`src/rtl/hrwe_pkg.sv`:
```
// shared types, constants and the nibble decoder of the hex record word extractor
package hrwe_pkg;

   localparam int RING_DEPTH_DEFAULT = 64;

   localparam logic [7:0] CHAR_COLON = 8'h3A;
   localparam logic [9:0] POS_MAX    = 10'd1023;
   localparam logic [9:0] DATA_START = 10'd9;

   // header character positions
   localparam logic [9:0] POS_COUNT_HI = 10'd1;
   localparam logic [9:0] POS_COUNT_LO = 10'd2;
   localparam logic [9:0] POS_ADDR_3   = 10'd3;
   localparam logic [9:0] POS_ADDR_2   = 10'd4;
   localparam logic [9:0] POS_ADDR_1   = 10'd5;
   localparam logic [9:0] POS_ADDR_0   = 10'd6;

   // phase of a data character within its four-character word
   localparam logic [1:0] PHASE_LOW_HI  = 2'd1;
   localparam logic [1:0] PHASE_LOW_LO  = 2'd2;
   localparam logic [1:0] PHASE_HIGH_HI = 2'd3;
   localparam logic [1:0] PHASE_HIGH_LO = 2'd0;

   typedef enum logic [1:0] {
      KIND_COUNT = 2'd0,
      KIND_ADDR  = 2'd1,
      KIND_WORD  = 2'd2
   } kind_type;

   typedef struct packed {
      logic [5:0]  slot_index;
      logic [15:0] entry_value;
      kind_type    entry_kind;
      logic [15:0] words_seen;
   } entry_type;

   typedef struct packed {
      logic       valid;
      logic [7:0] rx_char;
   } char_item_type;

   // uppercase hex digit to nibble, anything else reads as zero
   function automatic logic [3:0] nibble_of(input logic [7:0] c);
      logic [3:0] n;
      n = 4'd0;
      if (c >= 8'h30 && c <= 8'h39) begin
         n = 4'(c - 8'h30);
      end else if (c >= 8'h41 && c <= 8'h46) begin
         n = 4'(c - 8'h37);
      end
      return n;
   endfunction

endpackage

```
`src/rtl/hex_record_word_extractor.sv`:
```
// top level of the hex record word extractor
// Reads hex record text one character per req transfer (req_rx_char) and
// produces at most one rsp transfer per character: the byte count (kind 0)
// at the second character after a colon, the 16-bit load address (kind 1)
// at the sixth, and one little-endian data word (kind 2) for every four
// data characters. Each entry carries its ring slot and the running count
// of data words. Record type and checksum produce nothing.
// A req transfer lands in the input register, and the core loads its entry
// from there into the result register, which drives rsp_valid. Throughput:
// one character per cycle while no entry waits on a stalled rsp, set by the
// single update of the position and accumulator registers.
// A stalled rsp holds its entry; characters that produce no entry still
// flow, and req_stall rises only when an entry cannot be handed on.
// Synchronous reset empties both registers and clears the position,
// accumulators, ring slot and word count to zero.
module hex_record_word_extractor #(
   parameter int RING_DEPTH = hrwe_pkg::RING_DEPTH_DEFAULT
) (
   input  logic        clock,
   input  logic        reset,
   input  logic        req_valid,
   output logic        req_stall,
   input  logic [7:0]  req_rx_char,
   output logic        rsp_valid,
   input  logic        rsp_stall,
   output logic [5:0]  rsp_slot_index,
   output logic [15:0] rsp_entry_value,
   output logic [1:0]  rsp_entry_kind,
   output logic [15:0] rsp_words_seen
);

   hrwe_pkg::char_item_type item;
   hrwe_pkg::entry_type     entry;
   logic                    core_fire;
   logic                    core_emit;
   logic                    out_ready;

   hrwe_in_stage u_in_stage (
      .clock      (clock),
      .reset      (reset),
      .req_valid  (req_valid),
      .req_stall  (req_stall),
      .req_rx_char(req_rx_char),
      .core_fire  (core_fire),
      .item       (item)
   );

   hrwe_core #(
      .RING_DEPTH(RING_DEPTH)
   ) u_core (
      .clock    (clock),
      .reset    (reset),
      .item     (item),
      .out_ready(out_ready),
      .fire     (core_fire),
      .emit     (core_emit),
      .entry    (entry)
   );

   hrwe_out_stage u_out_stage (
      .clock          (clock),
      .reset          (reset),
      .load           (core_fire && core_emit),
      .entry          (entry),
      .out_ready      (out_ready),
      .rsp_valid      (rsp_valid),
      .rsp_stall      (rsp_stall),
      .rsp_slot_index (rsp_slot_index),
      .rsp_entry_value(rsp_entry_value),
      .rsp_entry_kind (rsp_entry_kind),
      .rsp_words_seen (rsp_words_seen)
   );

`ifndef SYNTHESIS
   // byte count is a single byte
   assert property (@(posedge clock) disable iff (reset)
      rsp_valid && rsp_entry_kind == hrwe_pkg::KIND_COUNT |-> rsp_entry_value[15:8] == 8'd0)
      else $error("byte count entry wider than a byte");

   // input side only stalls while holding a character
   assert property (@(posedge clock) disable iff (reset)
      req_stall |-> item.valid)
      else $error("req stalled with empty input register");

   // an entry is only produced when the result register can take it
   assert property (@(posedge clock) disable iff (reset)
      core_fire && core_emit |-> out_ready)
      else $error("entry produced while result register full");

   // a held result frees the input side only for characters without an entry
   assert property (@(posedge clock) disable iff (reset)
      rsp_valid && rsp_stall && core_fire |-> !core_emit)
      else $error("core fired an entry into a stalled result register");
`endif

endmodule

```
`src/rtl/hrwe_in_stage.sv`:
```
// input register holding one received character
module hrwe_in_stage (
   input  logic                   clock,
   input  logic                   reset,
   input  logic                   req_valid,
   output logic                   req_stall,
   input  logic [7:0]             req_rx_char,
   input  logic                   core_fire,
   output hrwe_pkg::char_item_type item
);

   logic       valid_ff, valid_in;
   logic [7:0] char_ff, char_in;
   logic       take;

   // free slot, or the held character leaves this cycle
   assign req_stall = valid_ff && !core_fire;
   assign take      = req_valid && !req_stall;

   always_comb begin
      valid_in = valid_ff;
      char_in  = char_ff;
      if (take) begin
         valid_in = 1'b1;
         char_in  = req_rx_char;
      end else if (core_fire) begin
         valid_in = 1'b0;
      end
   end

   always_ff @(posedge clock) begin
      if (reset) begin
         valid_ff <= 1'b0;
      end else begin
         valid_ff <= valid_in;
      end
      char_ff <= char_in;
   end

   assign item.valid   = valid_ff;
   assign item.rx_char = char_ff;

endmodule

```
`src/rtl/hrwe_core.sv`:
```
// record position tracking, accumulators and entry generation
module hrwe_core #(
   parameter int RING_DEPTH = hrwe_pkg::RING_DEPTH_DEFAULT
) (
   input  logic                    clock,
   input  logic                    reset,
   input  hrwe_pkg::char_item_type item,
   input  logic                    out_ready,
   output logic                    fire,
   output logic                    emit,
   output hrwe_pkg::entry_type     entry
);

   localparam int SlotWidth = (RING_DEPTH > 1) ? $clog2(RING_DEPTH) : 1;
   localparam logic [SlotWidth:0] SlotLast = (SlotWidth + 1)'(RING_DEPTH - 1);

   logic [9:0]           pos_ff, pos_in;
   logic [9:0]           end_ff, end_in;
   logic [15:0]          low_ff, low_in;
   logic [15:0]          high_ff, high_in;
   logic [SlotWidth-1:0] slot_ff, slot_in;
   logic [15:0]          tally_ff, tally_in;

   logic [9:0]           pos;
   logic [3:0]           nib;
   logic [15:0]          low_sum;
   logic [7:0]           byte_sum;
   logic [15:0]          high_word;
   logic [15:0]          value;
   hrwe_pkg::kind_type   kind;
   logic [SlotWidth+5:0] slot_ext;
   logic [SlotWidth:0]   slot_wide;
   logic [9:0]           end_calc;

   assign nib      = hrwe_pkg::nibble_of(item.rx_char);
   assign pos      = (item.rx_char == hrwe_pkg::CHAR_COLON) ? 10'd0 : pos_ff;
   assign low_sum  = low_ff + {12'd0, nib};
   assign byte_sum = low_ff[7:0] + {4'd0, nib};
   assign end_calc = hrwe_pkg::DATA_START + {low_sum[8:0], 1'b0};
   // high byte completes and joins the low byte
   assign high_word = {8'(high_ff[7:0] + {4'd0, nib}), 8'h00};

   always_comb begin
      low_in   = low_ff;
      high_in  = high_ff;
      end_in   = end_ff;
      tally_in = tally_ff;
      emit     = 1'b0;
      value    = low_ff;
      kind     = hrwe_pkg::KIND_COUNT;

      case (pos)
         hrwe_pkg::POS_COUNT_HI: low_in = {8'd0, nib, 4'd0};
         hrwe_pkg::POS_COUNT_LO: begin
            low_in = low_sum;
            end_in = end_calc;
            emit   = 1'b1;
            value  = low_sum;
            kind   = hrwe_pkg::KIND_COUNT;
         end
         hrwe_pkg::POS_ADDR_3: low_in = {8'd0, nib, 4'd0};
         hrwe_pkg::POS_ADDR_2: low_in = {byte_sum, 8'h00};
         hrwe_pkg::POS_ADDR_1: low_in = low_ff + {8'd0, nib, 4'd0};
         hrwe_pkg::POS_ADDR_0: begin
            low_in = low_sum;
            emit   = 1'b1;
            value  = low_sum;
            kind   = hrwe_pkg::KIND_ADDR;
         end
         default: ;
      endcase

      if (pos >= hrwe_pkg::DATA_START && pos < end_ff) begin
         case (pos[1:0])
            hrwe_pkg::PHASE_LOW_HI:  low_in  = {8'd0, nib, 4'd0};
            hrwe_pkg::PHASE_LOW_LO:  low_in  = low_sum;
            hrwe_pkg::PHASE_HIGH_HI: high_in = {8'd0, nib, 4'd0};
            default: begin
               high_in  = high_word;
               low_in   = low_ff + high_word;
               tally_in = tally_ff + 16'd1;
               emit     = 1'b1;
               value    = low_ff + high_word;
               kind     = hrwe_pkg::KIND_WORD;
            end
         endcase
      end
   end

   // a character with no entry never waits on the output side
   assign fire = item.valid && (!emit || out_ready);

   assign slot_wide = {1'b0, slot_ff};
   always_comb begin
      slot_in = slot_ff;
      if (emit) begin
         slot_in = (slot_wide >= SlotLast) ? '0 : SlotWidth'(slot_wide + 1'b1);
      end
   end

   always_ff @(posedge clock) begin
      if (reset) begin
         pos_ff   <= '0;
         end_ff   <= '0;
         low_ff   <= '0;
         high_ff  <= '0;
         slot_ff  <= '0;
         tally_ff <= '0;
      end else if (fire) begin
         pos_ff   <= (pos < hrwe_pkg::POS_MAX) ? pos + 10'd1 : pos;
         end_ff   <= end_in;
         low_ff   <= low_in;
         high_ff  <= high_in;
         slot_ff  <= slot_in;
         tally_ff <= tally_in;
      end
   end

   assign slot_ext          = {6'd0, slot_ff};
   assign entry.slot_index  = slot_ext[5:0];
   assign entry.entry_value = value;
   assign entry.entry_kind  = kind;
   assign entry.words_seen  = tally_in;

endmodule

```
`src/rtl/hrwe_out_stage.sv`:
```
// result register facing the receiver
module hrwe_out_stage (
   input  logic                clock,
   input  logic                reset,
   input  logic                load,
   input  hrwe_pkg::entry_type entry,
   output logic                out_ready,
   output logic                rsp_valid,
   input  logic                rsp_stall,
   output logic [5:0]          rsp_slot_index,
   output logic [15:0]         rsp_entry_value,
   output logic [1:0]          rsp_entry_kind,
   output logic [15:0]         rsp_words_seen
);

   logic                valid_ff, valid_in;
   hrwe_pkg::entry_type entry_ff, entry_in;

   assign out_ready = !valid_ff || !rsp_stall;

   always_comb begin
      valid_in = valid_ff;
      entry_in = entry_ff;
      if (load) begin
         valid_in = 1'b1;
         entry_in = entry;
      end else if (!rsp_stall) begin
         valid_in = 1'b0;
      end
   end

   always_ff @(posedge clock) begin
      if (reset) begin
         valid_ff <= 1'b0;
      end else begin
         valid_ff <= valid_in;
      end
      entry_ff <= entry_in;
   end

   assign rsp_valid       = valid_ff;
   assign rsp_slot_index  = entry_ff.slot_index;
   assign rsp_entry_value = entry_ff.entry_value;
   assign rsp_entry_kind  = entry_ff.entry_kind;
   assign rsp_words_seen  = entry_ff.words_seen;

endmodule

```
`config.mk`:
```
export PLATFORM = sky130hd
export DESIGN_NAME = hex_record_word_extractor
export DESIGN_NICKNAME = d
export VERILOG_FILES = /design/src/rtl/hrwe_pkg.sv /design/src/rtl/hex_record_word_extractor.sv /design/src/rtl/hrwe_in_stage.sv /design/src/rtl/hrwe_core.sv /design/src/rtl/hrwe_out_stage.sv
export SDC_FILE = /design/constraint.sdc
export NUM_CORES = 1
export LEC_CHECK = 0
export BUFFER_PORTS_ARGS = -buffer_cell sky130_fd_sc_hd__buf_4
export CAP_MARGIN = 20
export CORE_MARGIN = 10
export CORE_UTILIZATION = 50
export CTS_CLUSTER_DIAMETER = 60
export DETAILED_ROUTE_END_ITERATION = 8
export PLACE_DENSITY = 0.69
export SLEW_MARGIN = 5
export SYNTH_ARGS = -nofsm -noshare
export SYNTH_HDL_FRONTEND = slang
export SYNTH_HIERARCHICAL = 1
export SYNTH_SLANG_ARGS = --single-unit
```
`constraint.sdc`:
```
create_clock -name clock -period 4.82 [get_ports clock]
set_input_delay 0.241 -clock clock [delete_from_list [all_inputs] [get_ports clock]]
set_output_delay 0.241 -clock clock [all_outputs]
set_load 0.01 [all_outputs]
```
==> results.sh <==
export IMPL_status="completed"
export IMPL_tritoncts="done"
export IMPL_seqPwrFrac_pct=50.8
export IMPL_synth_edff_count=48
export IMPL_io_pins=54
export IMPL_stdcell_area_sq_um=8050
export IMPL_slew_viol_final=0
export IMPL_start_util_pct=51.3
export IMPL_avgSynthCellArea_sq_um=9.14
export IMPL_synth_seq_cells=112
export IMPL_synthCells=786
export IMPL_dp_cells=989
export IMPL_post_cts_buffers=0
export IMPL_critical_path_class="flip-flop to flip-flop"
export IMPL_combPwrFrac_pct=9.7
export IMPL_post_route_period_util_pct=91.7
export IMPL_p_clk_share_pct=39.5
export IMPL_crit_family="simple AND/OR/NAND/NOR gates"
export IMPL_antenna_found_initial=0
export IMPL_yosysMostFrequentCell="dfxtp_1"
export IMPL_p_leak_nw=3.06
export IMPL_tns_ns=0
export IMPL_cts_hold_fix_buffers=0
export IMPL_cts_buffers=9
export IMPL_synth_largest_area_cell="edfxtp_1"
export IMPL_cap_violations=0
export IMPL_synth_top_area_share_pct=20.1
export IMPL_port_buffers=53
export IMPL_rsz0062_at_grt="false"
export IMPL_grt_use_total_pct=19.9
export IMPL_pre_cts_slack_ns=0.436
export IMPL_worstPathMaxFanout=19
export IMPL_clock_latency_ns=0.37
export IMPL_grt_pass1_vias=6108
export IMPL_min_path_type="input pin to flip-flop"
export IMPL_r2r_start="u_in_stage/char_ff[0]$_DFFE_PP_"
export IMPL_internal_power_mw=1.45
export IMPL_slowest_delay_ns=0.62
export IMPL_critPathRequiredTime_ns=5.12
export IMPL_power_mw=2.01
export IMPL_ys_seq_area_share_pct=37.9
export IMPL_htreeDepth=3
export IMPL_drive_gt1_share_pct=14.5
export IMPL_hold_viol_final=0
export IMPL_numClockSinks=112
export IMPL_relSlewSlack_pct=32.9
export IMPL_clock_root_buffer="clkbuf_16"
export IMPL_drtAntennaViolNets=0
export IMPL_dpl_instance_area_sq_um=7730
export IMPL_dr_pass1_iters=5
export IMPL_setup_viol=0
export IMPL_nFillCells=1251
export IMPL_multi_input_area_sq_um=4110
export IMPL_synth_cell_types=87
export IMPL_fmax_ghz=0.226
export IMPL_avgViaCountPerCell=6.18
export IMPL_dieArea_sq_um=19600
export IMPL_wire_per_inst_microns=19.6
export IMPL_skew_ns=0.0116
export IMPL_timing_hold_ws_ns=0.0454
export IMPL_grt_ovfl_total=0
export IMPL_insertedDiodeCount=0
export IMPL_path_clk_slew_ns=0.08
export IMPL_grt_pass1_wl_mm=32.1
export IMPL_synth_common_cells="dfxtp_1, nand2_1, nor2_1"
export IMPL_fin_cells=1005
export IMPL_coreArea_sq_um=14000
export IMPL_dp_hpwl_mm=14.2
export IMPL_min_period_ns=4.42
export IMPL_start_kind="flip-flop"
export IMPL_end_kind="flip-flop"
export IMPL_setup_slack_ns=0.401
export IMPL_gp_congestion=0.925
export IMPL_hp_start="req_rx_char[5]"
export IMPL_postSynth_asyncResetShare_pct=0
export IMPL_crit_buf_inv=3
export IMPL_vias=6210
export IMPL_cp_slowest_cell="or4_1"
export IMPL_cts_resized=0
export IMPL_die_w_microns=140
export IMPL_synth_warnings=6
export IMPL_fin_nets=872
export IMPL_dieHeight_microns=140
export IMPL_p_sw_mw=0.559
export IMPL_drcViolationCount=0
export IMPL_switching_share_pct=27.8
export IMPL_cts_buffer_depth=2
export IMPL_cellPowerDensity_nw_per_um2=250
export IMPL_cp_data_arrival_time_ns=4.71
export IMPL_worstMarginPinSlew_ns=1.01
export IMPL_register_area_sq_um=2720
export IMPL_syn_area_sq_um=7180
export IMPL_syn_nets=838
export IMPL_worstSetupStartpoint="u_in_stage/char_ff[0]$_DFFE_PP_"
export IMPL_vdd_drop_max_uv=195
export IMPL_path_cells="inv_1 > ha_1 > nand3b_1 > or2_1 > buf_4 > and2_1 > ha_1 > and2_1 > a221oi_1 > and4b_1 > o211ai_4 > buf_4 > or4_1 > or3_1 > a21oi_1"
export IMPL_synthFlopType="dfxtp_1"
export IMPL_postLayoutCoreUtil_pct=57.6
export IMPL_grt_max_degree=55
export IMPL_yosys_top_cells_area="edfxtp_1, dfxtp_1, ha_1"
export IMPL_wirelength_mm=19.7
export IMPL_first_iter_violations=607
export IMPL_rows=43
export IMPL_synthToLayoutAreaGrowth_pct=12.1
## power groups by stage
stage	sequential, mW	clock, mW	combinational, mW
finish	1.02	0.795	0.195
global route	1.02	0.845	0.212
CTS	1.02	0.807	0.194
detailed placement	1.04	0	0.193
global placement	1.04	0	0.188
floorplan	1.03	0	0.136
## layer usage
metal  wire length, microns  GRT usage (%)  vias to the layer above
li1                       -              -                     2974
met1                   8540           25.6                     2974
met2                   9380           32.3                      233
met3                   1370           3.78                       29
met4                    361           7.12                        0
met5                      0              0                        -
## layout make-up
class	count	share of cell area, %
clock inverters	7	1.23
clock buffers	9	2.80
flip-flops and latches	112	33.8
well taps	180	2.80
repair buffers	71	6.62
multi-input cells	590	51.0
inverters	36	1.71
## final timing paths
check	depth (start not counted)	slack, ns	endpoint
worst max-delay path	15	0.40	u_core/tally_ff[11]$_SDFFE_PP0P_
worst min-delay path	1	0.05	u_in_stage/char_ff[5]$_DFFE_PP_
worst max register to register	15	0.40	u_core/tally_ff[11]$_SDFFE_PP0P_
worst min register to register	0	0.48	u_out_stage/rsp_slot_index[5]$_DFFE_PP_
## cell families (layout without fill, tap and decap cells)
kind of cell | Yosys count | count (layout) | share of synthesized area (%)
buffers and inverters | 84 | 123 | 4.90
AOI/OAI and AO/OA | 217 | 217 | 21.5
muxes | 9 | 9 | 1.27
adders and majority gates | 40 | 40 | 7.28
DFF | 112 | 112 | 37.9
xor gates and xnor gates | 58 | 58 | 7.07
and+or+nand+nor | 266 | 266 | 20.1
## placed cells by master, fill, tap and decap left out, types with 7 or more instances in the layout
cell and count:
buf_4 71, dfxtp_1 64, nand2_1 61, nor2_1 60, a21oi_1 50, edfxtp_1 48
o21ai_0 42, ha_1 37, inv_1 34, xnor2_1 33, nand3_1 26, xor2_1 25
nor3_1 17, nand4_1 13, and3_1 13, a21o_1 12, and2_1 12, a211oi_1 12
clkbuf_16 9, nor4_1 9, a22oi_1 8, mux2i_1 8, or3_1 7, a221o_1 7
o211ai_1 7
## flip-flops by register name, indices dropped and copies added, names as in the netlist
signal and cells:
u_core/end_ff 10, u_core/high_ff 4, u_core/low_ff 16, u_core/pos_ff 10, u_core/slot_ff 6, u_core/tally_ff 16
u_in_stage/char_ff 8, u_in_stage/valid_ff 1, u_out_stage/rsp_entry_kind 2, u_out_stage/rsp_entry_value 16, u_out_stage/rsp_slot_index 6, u_out_stage/rsp_valid 1
u_out_stage/rsp_words_seen 16
## worst reg2reg max path: stages, from the launching register on
cell and delay, ns:
edfxtp_1 0.46, inv_1 0.15, ha_1 0.15, nand3b_1 0.13, or2_1 0.36, buf_4 0.23
and2_1 0.17, ha_1 0.29, and2_1 0.17, a221oi_1 0.35, and4b_1 0.39, o211ai_4 0.13
buf_4 0.23, or4_1 0.63, or3_1 0.35, a21oi_1 0.15
No activity file was read; power rests on OpenSTA's default activity.
